**src/pc1_pkg.sv**
```systemverilog
// Shared types and constants for the PC1 byte stream cipher.
package pc1_pkg;

  // Multiplier constants of the key schedule.
  localparam logic [15:0] MUL_A = 16'h015a;
  localparam logic [15:0] MUL_B = 16'h4e35;

  // Key register reset values: "cy" and "tkeyadi2".
  localparam logic [15:0] KEY_UPPER_RESET = 16'h6379;
  localparam logic [63:0] KEY_LOWER_RESET = 64'h746b657961646932;

  localparam int KEY_BYTES  = 10;
  localparam int KEY_W      = 8 * KEY_BYTES;
  localparam int NUM_ROUNDS = 5;
  localparam int ROUND_W    = $clog2(NUM_ROUNDS);
  localparam int CFG_IDX_W  = 1;
  localparam int CFG_DATA_W = 64;

  // Configuration register indexes.
  typedef enum logic [CFG_IDX_W-1:0] {
    CFG_KEY_UPPER = 1'b0,
    CFG_KEY_LOWER = 1'b1
  } cfg_idx_e;

  // Sequencer states.
  typedef enum logic [1:0] {
    ST_IDLE,
    ST_RUN,
    ST_FINISH
  } state_e;

  // Operand selection for the shared multiplier.
  typedef enum logic [1:0] {
    MUL_X1A2_B,
    MUL_W_A,
    MUL_W_B
  } mul_sel_e;

  // Control bundle from the sequencer to the datapath.
  typedef struct packed {
    logic               in_ready;
    logic               mul_en;
    mul_sel_e           mul_sel;
    logic [ROUND_W-1:0] round;
    logic               take_t;
    logic               take_d;
    logic               take_a;
    logic               finish;
  } ctrl_t;

endpackage

```
**src/pc1_in_if.sv**
```systemverilog
// Input byte channel of the PC1 cipher.
interface pc1_in_if;
  logic       valid;
  logic       ready;
  logic       cmd;
  logic       first_byte;
  logic [7:0] data_in;

  modport source (output valid, output cmd, output first_byte, output data_in, input ready);
  modport sink   (input valid, input cmd, input first_byte, input data_in, output ready);
endinterface

```
**src/pc1_out_if.sv**
```systemverilog
// Output byte channel of the PC1 cipher.
interface pc1_out_if;
  logic       valid;
  logic       ready;
  logic [7:0] data_out;

  modport source (output valid, output data_out, input ready);
  modport sink   (input valid, input data_out, output ready);
endinterface

```
**src/pc1_mul.sv**
```systemverilog
// Shared 16x16 multiplier with a registered low-half product.
module pc1_mul (
  input  logic        clk_i,
  input  logic        en_i,
  input  logic [15:0] op_a_i,
  input  logic [15:0] op_b_i,
  output logic [15:0] prod_o
);
  import pc1_pkg::*;

  logic [31:0] full;
  logic [15:0] prod_d, prod_q;

  // Only the low 16 bits matter since the schedule wraps at 16 bits.
  assign full   = op_a_i * op_b_i;
  assign prod_d = full[15:0];

  always_ff @(posedge clk_i) begin
    if (en_i) begin
      prod_q <= prod_d;
    end
  end

  assign prod_o = prod_q;
endmodule

```
**src/pc1_seq.sv**
```systemverilog
// Sequencer stepping the five key rounds through the shared multiplier.
module pc1_seq (
  input  logic          clk_i,
  input  logic          rst_ni,
  input  logic          start_i,
  input  logic          out_free_i,
  output pc1_pkg::ctrl_t ctrl_o
);
  import pc1_pkg::*;

  localparam logic [ROUND_W-1:0] LAST_ROUND = ROUND_W'(NUM_ROUNDS - 1);

  state_e             state_q, state_d;
  logic [ROUND_W-1:0] round_q, round_d;
  logic [1:0]         phase_q, phase_d;

  // State, round and phase registers.
  always_ff @(posedge clk_i or negedge rst_ni) begin
    if (!rst_ni) begin
      state_q <= ST_IDLE;
      round_q <= '0;
      phase_q <= '0;
    end else begin
      state_q <= state_d;
      round_q <= round_d;
      phase_q <= phase_d;
    end
  end

  // Each round issues three products: (x1a2 + r) * B, w * A, w * B.
  // Each product is consumed in the cycle after it is issued, except the last w * B product, which waits for finish.
  always_comb begin
    state_d        = state_q;
    round_d        = round_q;
    phase_d        = phase_q;
    ctrl_o         = '0;
    ctrl_o.round   = round_q;
    ctrl_o.mul_sel = MUL_X1A2_B;
    case (state_q)
      ST_IDLE: begin
        ctrl_o.in_ready = 1'b1;
        if (start_i) begin
          state_d = ST_RUN;
          round_d = '0;
          phase_d = 2'd0;
        end
      end
      ST_RUN: begin
        ctrl_o.mul_en = 1'b1;
        case (phase_q)
          2'd0: begin
            ctrl_o.mul_sel = MUL_X1A2_B;
            ctrl_o.take_a  = (round_q != '0);
            phase_d        = 2'd1;
          end
          2'd1: begin
            ctrl_o.mul_sel = MUL_W_A;
            ctrl_o.take_t  = 1'b1;
            phase_d        = 2'd2;
          end
          2'd2: begin
            ctrl_o.mul_sel = MUL_W_B;
            ctrl_o.take_d  = 1'b1;
            phase_d        = 2'd0;
            if (round_q == LAST_ROUND) begin
              state_d = ST_FINISH;
            end else begin
              round_d = round_q + 1'b1;
            end
          end
          default: begin
            phase_d = 2'd0;
          end
        endcase
      end
      ST_FINISH: begin
        // The last w * B product waits here until the output register is free.
        if (out_free_i) begin
          ctrl_o.finish = 1'b1;
          state_d       = ST_IDLE;
        end
      end
      default: begin
        state_d = ST_IDLE;
      end
    endcase
  end
endmodule

```
**src/pc1_byte_stream_cipher_top.sv**
```systemverilog
// Top level of the PC1 byte stream cipher: key state, datapath and channels.
//
// Each byte beat goes through an accept step, then five rounds of three 16-bit
// products, all issued on the one shared multiplier, then a finishing step that
// forms the pad and updates the running key, held until the output register is
// free. The result sits in an output register, so a new byte beat can be
// accepted while the previous result is still waiting to be taken. Key writes on
// the configuration port take effect at the next byte beat that has first_byte
// set; write only while the block is idle.
module pc1_byte_stream_cipher_top (
  input  logic                           clk_i,
  input  logic                           rst_ni,
  pc1_in_if.sink                         in_ch,
  pc1_out_if.source                      out_ch,
  input  logic                           cfg_we_i,
  input  logic [pc1_pkg::CFG_IDX_W-1:0]  cfg_idx_i,
  input  logic [pc1_pkg::CFG_DATA_W-1:0] cfg_data_i
);
  import pc1_pkg::*;

  ctrl_t       ctrl;
  logic        start;
  logic        out_free;

  logic [15:0] key_upper_q;
  logic [63:0] key_lower_q;
  logic [KEY_W-1:0] key_q, key_d;
  logic [15:0] si_q, x1a2_q;
  logic [15:0] t_q, d_q, prev_q, interval_q;
  logic        cmd_q;
  logic [7:0]  din_q;
  logic        out_valid_q;
  logic [7:0]  out_data_q;

  logic [15:0] kw, w, x1a2_r, op_a, op_b, prod, a_word, d_word, interval_fin;
  logic [7:0]  pad, res, plain;

  assign start    = in_ch.valid & ctrl.in_ready;
  assign out_free = ~out_valid_q | out_ch.ready;

  pc1_seq u_seq (
    .clk_i      (clk_i),
    .rst_ni     (rst_ni),
    .start_i    (start),
    .out_free_i (out_free),
    .ctrl_o     (ctrl)
  );

  // Key word of the current round, byte 2r high and byte 2r+1 low.
  always_comb begin
    kw = 16'h0000;
    case (ctrl.round)
      3'd0:    kw = key_q[79:64];
      3'd1:    kw = key_q[63:48];
      3'd2:    kw = key_q[47:32];
      3'd3:    kw = key_q[31:16];
      3'd4:    kw = key_q[15:0];
      default: kw = 16'h0000;
    endcase
  end

  // Round word: the first round uses the key word alone.
  assign w      = (ctrl.round == '0) ? kw : (prev_q ^ kw);
  assign x1a2_r = 16'(x1a2_q + {{(16 - ROUND_W){1'b0}}, ctrl.round});

  // Operand selection for the shared multiplier.
  always_comb begin
    op_a = x1a2_r;
    op_b = MUL_B;
    case (ctrl.mul_sel)
      MUL_X1A2_B: begin
        op_a = x1a2_r;
        op_b = MUL_B;
      end
      MUL_W_A: begin
        op_a = w;
        op_b = MUL_A;
      end
      MUL_W_B: begin
        op_a = w;
        op_b = MUL_B;
      end
      default: begin
        op_a = x1a2_r;
        op_b = MUL_B;
      end
    endcase
  end

  pc1_mul u_mul (
    .clk_i  (clk_i),
    .en_i   (ctrl.mul_en),
    .op_a_i (op_a),
    .op_b_i (op_b),
    .prod_o (prod)
  );

  // Round combination from the registered products.
  assign d_word       = 16'(prod + t_q + si_q);
  assign a_word       = 16'(prod + 16'd1);
  assign interval_fin = interval_q ^ a_word ^ d_q;
  assign pad          = interval_fin[15:8] ^ interval_fin[7:0];
  assign res          = din_q ^ pad;
  assign plain        = cmd_q ? res : din_q;

  // Configuration registers.
  always_ff @(posedge clk_i or negedge rst_ni) begin
    if (!rst_ni) begin
      key_upper_q <= KEY_UPPER_RESET;
      key_lower_q <= KEY_LOWER_RESET;
    end else if (cfg_we_i) begin
      case (cfg_idx_e'(cfg_idx_i))
        CFG_KEY_UPPER: key_upper_q <= cfg_data_i[15:0];
        CFG_KEY_LOWER: key_lower_q <= cfg_data_i;
        default: ;
      endcase
    end
  end

  // Running key: reloaded on a first byte, mixed with the plaintext at finish.
  always_comb begin
    key_d = key_q;
    if (start && in_ch.first_byte) begin
      key_d = {key_upper_q, key_lower_q};
    end else if (ctrl.finish) begin
      key_d = key_q ^ {KEY_BYTES{plain}};
    end
  end

  // Persistent mixing state.
  always_ff @(posedge clk_i or negedge rst_ni) begin
    if (!rst_ni) begin
      key_q  <= {KEY_UPPER_RESET, KEY_LOWER_RESET};
      si_q   <= '0;
      x1a2_q <= '0;
    end else begin
      key_q <= key_d;
      if (start && in_ch.first_byte) begin
        si_q   <= '0;
        x1a2_q <= '0;
      end else if (ctrl.take_d) begin
        si_q   <= prod;
        x1a2_q <= d_word;
      end
    end
  end

  // Per-byte working registers.
  always_ff @(posedge clk_i) begin
    if (start) begin
      cmd_q      <= in_ch.cmd;
      din_q      <= in_ch.data_in;
      interval_q <= '0;
    end
    if (ctrl.take_t) begin
      t_q <= prod;
    end
    if (ctrl.take_d) begin
      d_q <= d_word;
    end
    if (ctrl.take_a) begin
      prev_q     <= a_word;
      interval_q <= interval_fin;
    end
  end

  // Output register.
  always_ff @(posedge clk_i or negedge rst_ni) begin
    if (!rst_ni) begin
      out_valid_q <= 1'b0;
    end else if (ctrl.finish) begin
      out_valid_q <= 1'b1;
    end else if (out_ch.ready) begin
      out_valid_q <= 1'b0;
    end
  end

  always_ff @(posedge clk_i) begin
    if (ctrl.finish) begin
      out_data_q <= res;
    end
  end

  assign in_ch.ready     = ctrl.in_ready;
  assign out_ch.valid    = out_valid_q;
  assign out_ch.data_out = out_data_q;

`ifndef NO_ASSERTIONS
  // A byte is never accepted in two consecutive cycles.
  a_no_back_to_back: assert property (@(posedge clk_i) disable iff (!rst_ni)
    (in_ch.valid && in_ch.ready) |=> !in_ch.ready)
    else $error("input accepted while a byte was in progress");

  // A new result appears only from the finishing step.
  a_out_from_finish: assert property (@(posedge clk_i) disable iff (!rst_ni)
    $rose(out_ch.valid) |-> $past(ctrl.finish))
    else $error("output valid rose without a finished byte");

  // The round counter stays within the schedule.
  a_round_range: assert property (@(posedge clk_i) disable iff (!rst_ni)
    ctrl.round < ROUND_W'(NUM_ROUNDS))
    else $error("round counter out of range");

  // Finishing never overwrites a result that is still waiting.
  a_no_overwrite: assert property (@(posedge clk_i) disable iff (!rst_ni)
    ctrl.finish |-> (!out_valid_q || out_ch.ready))
    else $error("pending result overwritten");
`endif
endmodule
```
**src/flat_wrapper.sv**
```systemverilog
// flat-port wrapper written by rule: the top's interface ports become plain ports
module pc1_byte_stream_cipher_top_flat import pc1_pkg::*;
  (clk_i, rst_ni, cfg_we_i, cfg_idx_i, cfg_data_i, in_ch_valid, in_ch_cmd, in_ch_first_byte, in_ch_data_in, in_ch_ready, out_ch_valid, out_ch_data_out, out_ch_ready);
  pc1_in_if in_ch_i ();
  pc1_out_if out_ch_i ();
  input  logic clk_i;
  input  logic rst_ni;
  input  logic cfg_we_i;
  input  logic [pc1_pkg::CFG_IDX_W-1:0] cfg_idx_i;
  input  logic [pc1_pkg::CFG_DATA_W-1:0] cfg_data_i;
  input wire logic [$bits(in_ch_i.valid)-1:0] in_ch_valid;
  input wire logic [$bits(in_ch_i.cmd)-1:0] in_ch_cmd;
  input wire logic [$bits(in_ch_i.first_byte)-1:0] in_ch_first_byte;
  input wire logic [$bits(in_ch_i.data_in)-1:0] in_ch_data_in;
  output wire logic [$bits(in_ch_i.ready)-1:0] in_ch_ready;
  output wire logic [$bits(out_ch_i.valid)-1:0] out_ch_valid;
  output wire logic [$bits(out_ch_i.data_out)-1:0] out_ch_data_out;
  input wire logic [$bits(out_ch_i.ready)-1:0] out_ch_ready;
  assign in_ch_i.valid = in_ch_valid;
  assign in_ch_i.cmd = in_ch_cmd;
  assign in_ch_i.first_byte = in_ch_first_byte;
  assign in_ch_i.data_in = in_ch_data_in;
  assign in_ch_ready = in_ch_i.ready;
  assign out_ch_valid = out_ch_i.valid;
  assign out_ch_data_out = out_ch_i.data_out;
  assign out_ch_i.ready = out_ch_ready;
  pc1_byte_stream_cipher_top u_core (.clk_i(clk_i), .rst_ni(rst_ni), .in_ch(in_ch_i), .out_ch(out_ch_i), .cfg_we_i(cfg_we_i), .cfg_idx_i(cfg_idx_i), .cfg_data_i(cfg_data_i));
endmodule
```
**config.mk**
```make
export PLATFORM = sky130hd
export DESIGN_NAME = pc1_byte_stream_cipher_top_flat
export DESIGN_NICKNAME = d
export VERILOG_FILES = /design/src/pc1_pkg.sv /design/src/pc1_in_if.sv /design/src/pc1_out_if.sv /design/src/pc1_mul.sv /design/src/pc1_seq.sv /design/src/pc1_byte_stream_cipher_top.sv /design/src/flat_wrapper.sv
export SDC_FILE = /design/constraint.sdc
export NUM_CORES = 1
export LEC_CHECK = 0
export ABC_CLOCK_PERIOD_IN_PS = 10350
export BUFFER_PORTS_ARGS = -buffer_cell sky130_fd_sc_hd__buf_2
export CAP_MARGIN = 10
export CELL_PAD_IN_SITES_DETAIL_PLACEMENT = 1
export CELL_PAD_IN_SITES_GLOBAL_PLACEMENT = 2
export CORE_MARGIN = 4
export CORE_UTILIZATION = 43
export CTS_CLUSTER_SIZE = 28
export DETAILED_ROUTE_END_ITERATION = 16
export PLACE_DENSITY_LB_ADDON = 0.1
export SLEW_MARGIN = 5
export SYNTH_ARGS = -nofsm -noshare
export SYNTH_HDL_FRONTEND = slang
export SYNTH_SLANG_ARGS = --single-unit
```
**constraint.sdc**
```tcl
create_clock -name clk_i -period 10.35 [get_ports clk_i]
set_clock_uncertainty 0.1 [all_clocks]
set_input_delay 2.07 -clock clk_i [delete_from_list [all_inputs] [get_ports clk_i]]
set_output_delay 2.07 -clock clk_i [all_outputs]
set_load 0.01 [all_outputs]
```
==> summary.txt, run 1 <==
Floorplanning
  – Die area: 43500 um^2
  – Core area: 39700 um^2
  – Die span in x: 209 um
  – Top Ports: 90
  – Std-Cell Rows: 73
  – Initial Util: 43.5%
  – Die Span Y: 209 um

Synthesis
  – Avg Synthesized Cell Area: 11.6 um^2
  – Post-synth top area cell: dfrtp_1
  – Cells after Synth: 1489
  – Synth Area in Compound Gates: 11.2%
  – Seq/Total Area, Yosys: 46.3%
  – Post-Synth Simple-Gate Area: 9.84%
  – Most used flip-flop cell after synthesis: dfrtp_1
  – Synth top area share: 17.4%
  – Synth unique cells: 83
  – FFs w/ async S/R, synth: 67.3%
  – Post-synthesis xor/xnor area fraction: 7.25%
  – Number of synthesized flops with an enable pin: 97
  – Ranking of synthesized cells by area: dfrtp_1, edfxtp_1, dfstp_2
  – Adder-cell share of the synthesized area: 14.7%
  – Total number of yosys warnings: 0
  – Number of synthesized register bits: 297
  – Main combinational cell family by area after synthesis: adder cells
  – Mux share of post-synthesis cell area: 6.32%
  – Net Count, Synth: 1727
  – Synthesized area: 17300 um^2

CTS
  – Post-CTS Resized: 0
  – CTS root buf: clkbuf_16
  – CTS tree: done
  – Htree depth: 2
  – CTS sink cnt: 297
  – Skew-Pair Late Insertion Delay: 550 ps
  – Post-CTS Setup Inserts: 0
  – Clock transition at path regs: 60 ps
  – CTS max path bufs: 3
  – Hold buffers post-CTS: 0
  – TritonCTS Buffers: 36

Placement
  – Port Buffers: 89
  – Placer congestion estimate: 0.849
  – Post-DP HPWL: 35600 um

Setup path
  – R2R Setup Slk: 2330 ps
  – Worst-path maximum fanout: 34
  – CP Capture Type: flip-flop
  – R2R depth: 27
  – Critical Path Source Type: flip-flop
  – Worst R2R End: u_core.u_mul.prod_o[15]$_DFFE_PP_
  – CP Class: reg2reg
  – Critical R2R Launch: u_core.u_seq.round_q[2]$_DFFE_PN0P_
  – WP data required: 10530 ps
  – Worst Path Arrival: 8200 ps

Hold path
  – Hold Path End: u_core.key_q[25]$_DFFE_PN0P_
  – Hold Path Origin: u_core.key_q[25]$_DFFE_PN0P_
  – Worst hold path class: reg2reg
  – Hold depth: 1

STA
  – Final hold vios: 0
  – Setup TNS: 0 ps
  – F_max: 125 MHz
  – Final setup vio count: 0
  – Fin crit share: 77.5%
  – Final Max Slew Viols: 0
  – RSZ-0062 raised after global routing: false
  – Minimum clock period: 8020 ps
  – Tightest Pin Transition: 1120 ps
  – Max-slew headroom: 24.5%

Run status
  – Status: finished clean

Drt
  – Vias: 11637
  – Drt pass-1 iters: 5
  – Via density: 5.47
  – Avg WL per Cell: 22.7 um
  – Starting DRT DRC Count: 698
  – DRC viols: 0
  – Antenna-violating nets left: 0
  – Final wirelength: 48300 um

Flow run
  – Max Cap Viol: 0

Cells and area
  – Register area: 8020 um^2
  – Area Overhead vs Synth: 12.5%
  – Share of layout cells above drive strength 1: 22.3%
  – Fillers: 4266
  – Footprint of the multi-input gates: 8550 um^2
  – Final net count: 1813
  – Antenna Cells: 0

Global route
  – Largest net degree at the start of global routing: 75
  – GRT overflow: 0
  – Vias in the first global route: 12640
  – Global Route Usage Sum: 22.5%
  – Initial antenna violation count: 0
  – First-pass GRT wire length: 76700 um
## worst max-delay path by stage
stage	from	end	slack [ps]	cells after the start
after detailed placement	u_core.u_seq.round_q[2]$_DFFE_PN0P_	u_core.u_mul.prod_o[15]$_DFFE_PP_	2390	27
after global routing	u_core.u_seq.round_q[2]$_DFFE_PN0P_	u_core.u_mul.prod_o[15]$_DFFE_PP_	1810	28
after floorplan	u_core.u_seq.state_q[1]$_DFFE_PN0P_	u_core.u_mul.prod_o[15]$_DFFE_PP_	2600	28
final	u_core.u_seq.round_q[2]$_DFFE_PN0P_	u_core.u_mul.prod_o[15]$_DFFE_PP_	2330	27
after global placement	u_core.u_seq.round_q[2]$_DFFE_PN0P_	u_core.u_mul.prod_o[15]$_DFFE_PP_	2420	27
after CTS	u_core.u_seq.round_q[2]$_DFFE_PN0P_	u_core.u_mul.prod_o[15]$_DFFE_PP_	2300	27
## worst max-delay path: stages (launching register included)
cell,delay (ps)
dfrtp_1,330
buf_4,330
inv_1,230
ha_1,550
a222oi_1,740
nor2b_1,270
o22ai_1,110
a311oi_1,390
a21oi_1,180
nand2_1,200
o21ai_0,150
ha_1,330
inv_1,60
fa_1,540
inv_1,50
fa_1,500
inv_1,60
fa_1,520
inv_1,50
fa_1,470
inv_1,50
fa_1,480
inv_1,50
ha_1,320
o2111ai_1,90
nand3_1,120
o41a_1,340
xnor2_1,130
## routing by layer
metal | vias up | share of wire, % | global-route usage [%]
met3 | 55 | 3.4 | 3.12
met1 | 6001 | 45 | 30.8
met4 | 0 | 2.2 | 5.96
met5 | - | 0 | 0
li1 | 5403 | - | -
met2 | 178 | 50 | 38.0
## cell usage in the layout, fill, tap and decap left out, types with 13 or more instances in the layout
cell / n
inv_1: 140
nor2_1: 98
o21ai_1: 32
buf_2: 88
dfstp_2: 80
ha_1: 83
a221o_1: 51
buf_4: 13
xnor2_1: 85
fa_1: 75
a21oi_1: 24
xor2_1: 34
o21ai_0: 31
mux2_2: 88
nand3_1: 44
nand2_1: 113
edfxtp_1: 97
clkbuf_16: 37
nor3_1: 14
a22oi_1: 39
dfrtp_1: 120
## state kept, by name (all words and copies together) (netlist names)
| name | cells |
|---|---|
| u_core.prev_q | 16 |
| u_core.u_mul.prod_o | 16 |
| u_core.out_ch.valid | 1 |
| u_core.key_q | 80 |
| u_core.din_q | 8 |
| u_core.si_q | 16 |
| u_core.x1a2_q | 16 |
| u_core.key_lower_q | 64 |
| u_core.out_ch.data_out | 8 |
| u_core.interval_q | 16 |
| u_core.cmd_q | 1 |
| u_core.u_seq.phase_q | 2 |
| u_core.key_upper_q | 16 |
| u_core.u_seq.state_q | 2 |
| u_core.d_q | 16 |
| u_core.t_q | 16 |
| u_core.u_seq.round_q | 3 |
## per-stage QoR
| step | hold WS (ps) | setup slack (ps) | std cells | area (um^2) | util (%) |
|---|---|---|---|---|---|
| 4_1_cts | 383 | 2300 | 2127 | 19500 | 49.0 |
| 5_1_grt | 409 | 1810 | 2127 | 19500 | 49.0 |
| 2_1_floorplan | 345 | 2600 | 1489 | 17300 | - |
| 3_3_place_gp | 370 | 2420 | 2062 | 18300 | 46.1 |
| 3_5_place_dp | 373 | 2390 | 2062 | 18300 | 46.1 |
| 6_report | 382 | 2330 | 2127 | 19500 | 49.0 |
## area by class of cell
type / instances / share of cell area [%]
Clock buffer: 51 / 5.23
Tap cell: 525 / 3.38
Sequential cell: 297 / 41.2
Multi-Input combinational cell: 996 / 43.9
Timing Repair Buffer: 102 / 2.84
Clock inverter: 14 / 0.701
Inverter: 142 / 2.74
## cells by family (layout without fill, tap and decap cells)
| kind of cell | count (synthesis) | count (layout) |
|---|---|---|
| AND/OR/NAND/NOR | 355 | 355 |
| flip-flops | 297 | 297 |
| AO/OA/AOI/OAI | 257 | 257 |
| buffers and inverters | 196 | 309 |
| adder cells (fa/ha/maj) | 158 | 158 |
| XOR/XNOR | 129 | 129 |
| multiplexers | 97 | 97 |
## cells in the mapped netlist (37+ instances only)
cell type	number
nand2_1	114
nor2_1	98
xnor2_1	85
dfrtp_1	120
a22oi_1	39
ha_1	83
nand3_1	44
dfstp_2	80
edfxtp_1	97
a221o_1	51
clkbuf_1	37
inv_1	140
fa_1	75
mux2_2	88
Power of run 1 is left out: the tool's default activity adds up to more than one toggle a clock period on the data nets, which glitch-free logic cannot reach.
==> run 2: changes to the inputs <==
--- a/config.mk
+++ b/config.mk
@@ -5,13 +5,13 @@
 export SDC_FILE = /design/constraint.sdc
 export NUM_CORES = 1
 export LEC_CHECK = 0
-export ABC_CLOCK_PERIOD_IN_PS = 10350
+export ABC_CLOCK_PERIOD_IN_PS = 7300
 export BUFFER_PORTS_ARGS = -buffer_cell sky130_fd_sc_hd__buf_2
 export CAP_MARGIN = 10
 export CELL_PAD_IN_SITES_DETAIL_PLACEMENT = 1
 export CELL_PAD_IN_SITES_GLOBAL_PLACEMENT = 2
 export CORE_MARGIN = 4
-export CORE_UTILIZATION = 43
+export CORE_UTILIZATION = 38
 export CTS_CLUSTER_SIZE = 28
 export DETAILED_ROUTE_END_ITERATION = 16
 export PLACE_DENSITY_LB_ADDON = 0.1
==> constraint.sdc (replaced) <==
create_clock -name clk_i -period 7.3 [get_ports clk_i]
set_clock_uncertainty 0.1 [all_clocks]
set_input_delay 1.46 -clock clk_i [delete_from_list [all_inputs] [get_ports clk_i]]
set_output_delay 1.46 -clock clk_i [all_outputs]
set_load 0.01 [all_outputs]
==> run 2 against run 1 <==
Wire length rose by 3.0%; fmax rose by 15%; first-iteration DRC count rose by 9.7%; via count rose by 0.91%.
==> summary.txt, run 2 (same netlist as run 1, synthesis figures left out) <==
Run status
  – Status: finished clean

Drt
  – Via density: 5.25
  – Antenna-violating nets left: 0
  – Final wirelength: 49800 um
  – DRC viols: 0
  – Starting DRT DRC Count: 766
  – Drt pass-1 iters: 6
  – Avg WL per Cell: 22.3 um
  – Vias: 11743

CTS
  – CTS max path bufs: 3
  – CTS sink cnt: 297
  – TritonCTS Buffers: 36
  – CTS tree: done
  – Skew-Pair Late Insertion Delay: 550 ps
  – Clock transition at path regs: 60 ps
  – Hold buffers post-CTS: 0
  – Htree depth: 2
  – CTS root buf: clkbuf_16

Cells and area
  – Antenna Cells: 0
  – Largest regs: u_core.key_q x80, u_core.key_lower_q x64
  – Most common cell after layout, fill and taps aside: inv_1
  – Share of layout cells above drive strength 1: 26.2%
  – Post-route non-filler standard cell count: 2235
  – Commonest cells after routing, fill and taps aside: inv_1, dfrtp_1, nand2_1
  – Max FFs per register: 80
  – Biggest register: u_core.key_q
  – Area Overhead vs Synth: 15.9%
  – Layout Utilization: 44.9%
  – Final net count: 1854

STA
  – Fin crit share: 95.7%
  – Tightest Pin Transition: 1150 ps
  – Final setup vio count: 0
  – F_max: 143 MHz
  – Minimum clock period: 6990 ps
  – Hold Slack: 384 ps
  – Setup TNS: 0 ps
  – Max-slew headroom: 23.2%
  – Final hold vios: 0
  – Final Max Slew Viols: 0

Placement
  – Port Buffers: 89
  – Placer congestion estimate: 0.826
  – # placed instances: 2158
  – Post-DP HPWL: 37200 um

Floorplanning
  – Die area: 49000 um^2
  – Die Span Y: 221 um
  – Core area: 44600 um^2
  – Top Ports: 90
  – Die span in x: 221 um
  – Std-Cell Rows: 77
  – Initial Util: 38.8%

Setup path
  – Critical R2R Launch: u_core.u_seq.round_q[0]$_DFFE_PN0P_
  – Worst Path Arrival: 7160 ps
  – Critical Path Source Type: flip-flop
  – Max incr delay on CP: 560 ps
  – CP Buf/Inv Count: 5
  – CP Class: reg2reg
  – Crit-path leading delay family: adder cells
  – Crit-path slowest cell: fa_1
  – WP data required: 7470 ps
  – CP dominant cell by count: ha_1
  – Worst-path maximum fanout: 5
  – R2R Setup Slk: 310 ps
  – Setup crit start: u_core.u_seq.round_q[0]$_DFFE_PN0P_
  – CP Capture Type: flip-flop

Global route
  – Global Route Usage Sum: 20.1%
  – Initial antenna violation count: 0
  – Vias in the first global route: 12613
  – First-pass GRT wire length: 76900 um
  – GRT overflow: 0
  – Largest net degree at the start of global routing: 86

Hold path
  – Worst hold path class: reg2reg
  – Hold Path Origin: u_core.key_q[25]$_DFFE_PN0P_

Flow run
  – Max Cap Viol: 0
[run 2: changes by cell type in the layout (fill, tap and decap cells not counted), moves of 3 or more]
cell	change
clkbuf_8	+6
buf_4	+39
ha_2	+3
a21oi_1	-4
clkbuf_1	-3
ha_1	-5
nand2b_1	-3
inv_6	-3
o21ai_0	-4
a21oi_2	+3
[run 2: area by class of cell]
| cell class | instances | area, um^2 |
|---|---|---|
| multi-input cells | 996 | 8680 |
| flip-flops and latches | 297 | 8020 |
| repair buffers | 143 | 876 |
| inverters | 142 | 537 |
| clock inverters | 12 | 131 |
| well taps | 592 | 741 |
| fillers | 4755 | 24600 |
| clock buffers | 53 | 1060 |
[run 2: final timing paths]
kind	endpoint	cells past startpoint
max	u_core.u_mul.prod_o[15]$_DFFE_PP_	27
min	u_core.key_q[25]$_DFFE_PN0P_	1
max reg2reg	u_core.u_mul.prod_o[15]$_DFFE_PP_	27
min reg2reg	u_core.key_q[25]$_DFFE_PN0P_	1
max in group asynchronous	u_core.si_q[10]$_DFFE_PN0P_	2
min in group asynchronous	u_core.key_lower_q[47]$_DFFE_PN0P_	1
[run 2: through the flow]
step           area (um^2)  worst slack (ps)
6_report             20000               315
5_1_grt              20000             -43.1
4_1_cts              19900              43.7
3_5_place_dp         18600             -42.7
3_3_place_gp         18600              38.9
2_1_floorplan        17300              26.2
[run 2: repair_timing]
action | in CTS | in global routing
pin swaps | 2 | 10
endpoints found under the setup margin | 2 | 4
gates resized for setup | 3 | 30
buffers inserted | 3 | 9
[run 2: routing by layer]
layer  up-vias  global-route usage [%]  share of wire (%)
met4         0                    5.56                2.3
li1       5477                       -                  -
met3        65                    3.29                3.6
met5         -                       0                  0
met2       189                    32.9                 47
met1      6012                    27.8                 47
Power of run 2 is left out for the same reason.
==> run 3: changes to the inputs <==
--- a/config.mk
+++ b/config.mk
@@ -11,7 +11,8 @@
 export CELL_PAD_IN_SITES_DETAIL_PLACEMENT = 1
 export CELL_PAD_IN_SITES_GLOBAL_PLACEMENT = 2
 export CORE_MARGIN = 4
-export CORE_UTILIZATION = 38
+export CORE_UTILIZATION = 40
+export CTS_BUF_LIST = sky130_fd_sc_hd__clkbuf_2 sky130_fd_sc_hd__clkbuf_4 sky130_fd_sc_hd__clkbuf_8
 export CTS_CLUSTER_SIZE = 28
 export DETAILED_ROUTE_END_ITERATION = 16
 export PLACE_DENSITY_LB_ADDON = 0.1
==> run 3 against run 2 <==
Global-route usage increased by 1.4 points; largest cell class unchanged; worst hold slack hardly changed; register-to-register slack worse by 20 ps; non-clock buffer count rose by 5; critical path depth fell by 2; utilization grew 2.6 points; sequential share of layout area shrank 0.16 points; highest routed layer unchanged; setup slack worse by 15 ps; via count is 1.7% higher.
==> summary.txt, run 3 (same netlist as run 1, synthesis figures left out) <==
Global route
  – Grt met1 use: 29.4%
  – Initial antenna violation count: 0
  – Global Route Usage Sum: 21.5%
  – GR peak layer: met2
  – Vias in the first global route: 12930
  – First-pass GRT wire length: 78000 um
  – Routing usage on met2: 36.1%
  – Largest net degree at the start of global routing: 81
  – GRT overflow: 0
  – M3 GR Usage: 3.26%

Floorplanning
  – Die area: 46600 um^2
  – Std-Cell Rows: 75
  – Initial Util: 40.9%
  – Top Ports: 90
  – Core area: 42300 um^2
  – Die Span Y: 216 um
  – Die span in x: 216 um

Drt
  – DRC viols: 0
  – Drt pass-1 iters: 5
  – Vias: 11940
  – Final wirelength: 50000 um
  – Antenna-violating nets left: 0
  – Starting DRT DRC Count: 942
  – Avg WL per Cell: 22.1 um
  – Via density: 5.28

Setup path
  – CP Class: reg2reg
  – Critical Path Source Type: flip-flop
  – R2R Setup Slk: 300 ps
  – Worst-path maximum fanout: 22
  – Worst Path Arrival: 7280 ps
  – WP data required: 7580 ps
  – Setup crit start: u_core.u_seq.round_q[2]$_DFFE_PN0P_
  – Critical R2R Launch: u_core.u_seq.round_q[2]$_DFFE_PN0P_
  – CP Capture Type: flip-flop
  – R2R depth: 25

Cells and area
  – Most common cell after layout, fill and taps aside: inv_1
  – Fillers: 4490
  – Largest regs: u_core.key_q x80, u_core.key_lower_q x64
  – Post-route non-filler standard cell count: 2261
  – Post-route cell area: 20100 um^2
  – Share of layout cells above drive strength 1: 29.0%
  – Max FFs per register: 80
  – Biggest register: u_core.key_q
  – Final net count: 1877
  – Area Overhead vs Synth: 16.4%
  – Antenna Cells: 0
  – Commonest cells after routing, fill and taps aside: inv_1, dfrtp_1, nand2_1

STA
  – Fin crit share: 95.9%
  – Final setup vio count: 0
  – F_max: 143 MHz
  – Max-slew headroom: 33.9%
  – Final Max Slew Viols: 0
  – Tightest Pin Transition: 992 ps
  – Hold Slack: 384 ps
  – Final hold vios: 0
  – Minimum clock period: 7000 ps

Placement
  – # placed instances: 2147
  – Port Buffers: 89
  – Post-DP HPWL: 37000 um
  – DP Area: 18600 um^2
  – Placer congestion estimate: 0.827

CTS
  – CTS root buf: clkbuf_8
  – Skew-Pair Late Insertion Delay: 640 ps
  – Clock transition at path regs: 60 ps
  – CTS sink cnt: 297
  – CTS tree: done
  – Htree depth: 2
  – TritonCTS Buffers: 54
  – CTS max path bufs: 3

Hold path
  – Hold Path Origin: u_core.key_q[9]$_DFFE_PN0P_
  – Worst hold path class: reg2reg
  – Hold depth: 1

Run status
  – Status: finished clean

Flow run
  – Max Cap Viol: 0
-- run 3: cell types whose count changed in the layout (fill, tap and decap cells not counted), sizes merged --
cell and change:
buf +5, bufinv +1, clkbuf +30, clkinv +4, inv +1
-- run 3: critical path, stage by stage (launching register included) --
cell and delay, ps:
dfrtp_2 450, buf_12 170, ha_2 310, o211ai_1 420, nor2_2 100, and3_1 210
xor2_1 170, mux2i_4 240, nor2_1 140, fa_1 550, inv_1 50, fa_1 480
inv_1 60, fa_1 500, inv_1 60, fa_1 540, inv_1 50, fa_1 490
inv_1 50, fa_1 470, inv_1 60, ha_4 230, o2111ai_1 80, nand3_1 150
o41a_1 460, xnor2_1 140
-- run 3: layout make-up --
class                   count  area, um^2  share of cell area [%]
well taps                 577         722                    3.59
multi-input cells         996        8750                    43.5
clock buffers              83        1020                    5.08
inverters                 142         537                    2.67
clock inverters            18         170                   0.845
flip-flops and latches    297        8020                    39.8
repair buffers            148         910                    4.52
-- run 3: what timing repair did --
item | CTS | global route
buffers inserted | 0 | 13
gates resized for setup | 6 | 48
hold buffers | 0 | 0
pin swaps | 1 | 18
endpoints found under the setup margin | 1 | 5
-- run 3: layer usage --
layer	wire [um]	up-vias
li1	-	5534
met1	22900	6122
met2	24200	219
met3	1690	65
met4	1120	0
met5	0	-
-- run 3: per-stage QoR --
step | TNS [ps] | utilization (%) | setup WS (ps)
5_1_grt | -23.8 | 47.6 | -23.8
6_report | 0 | 47.6 | 300
2_1_floorplan | 0 | - | 26.2
4_1_cts | 0 | 46.9 | 9.44
3_5_place_dp | -129 | 44.0 | -129
3_3_place_gp | -88.0 | 44.0 | -88.0
-- run 3: final timing paths --
path,end
worst min-delay path,u_core.key_q[9]$_DFFE_PN0P_
max in group asynchronous,u_core.x1a2_q[14]$_DFFE_PN0P_
worst max register to register,u_core.u_mul.prod_o[15]$_DFFE_PP_
worst min register to register,u_core.key_q[9]$_DFFE_PN0P_
min in group asynchronous,u_core.key_lower_q[47]$_DFFE_PN0P_
worst max-delay path,u_core.u_mul.prod_o[15]$_DFFE_PP_
Power of run 3 is left out for the same reason.
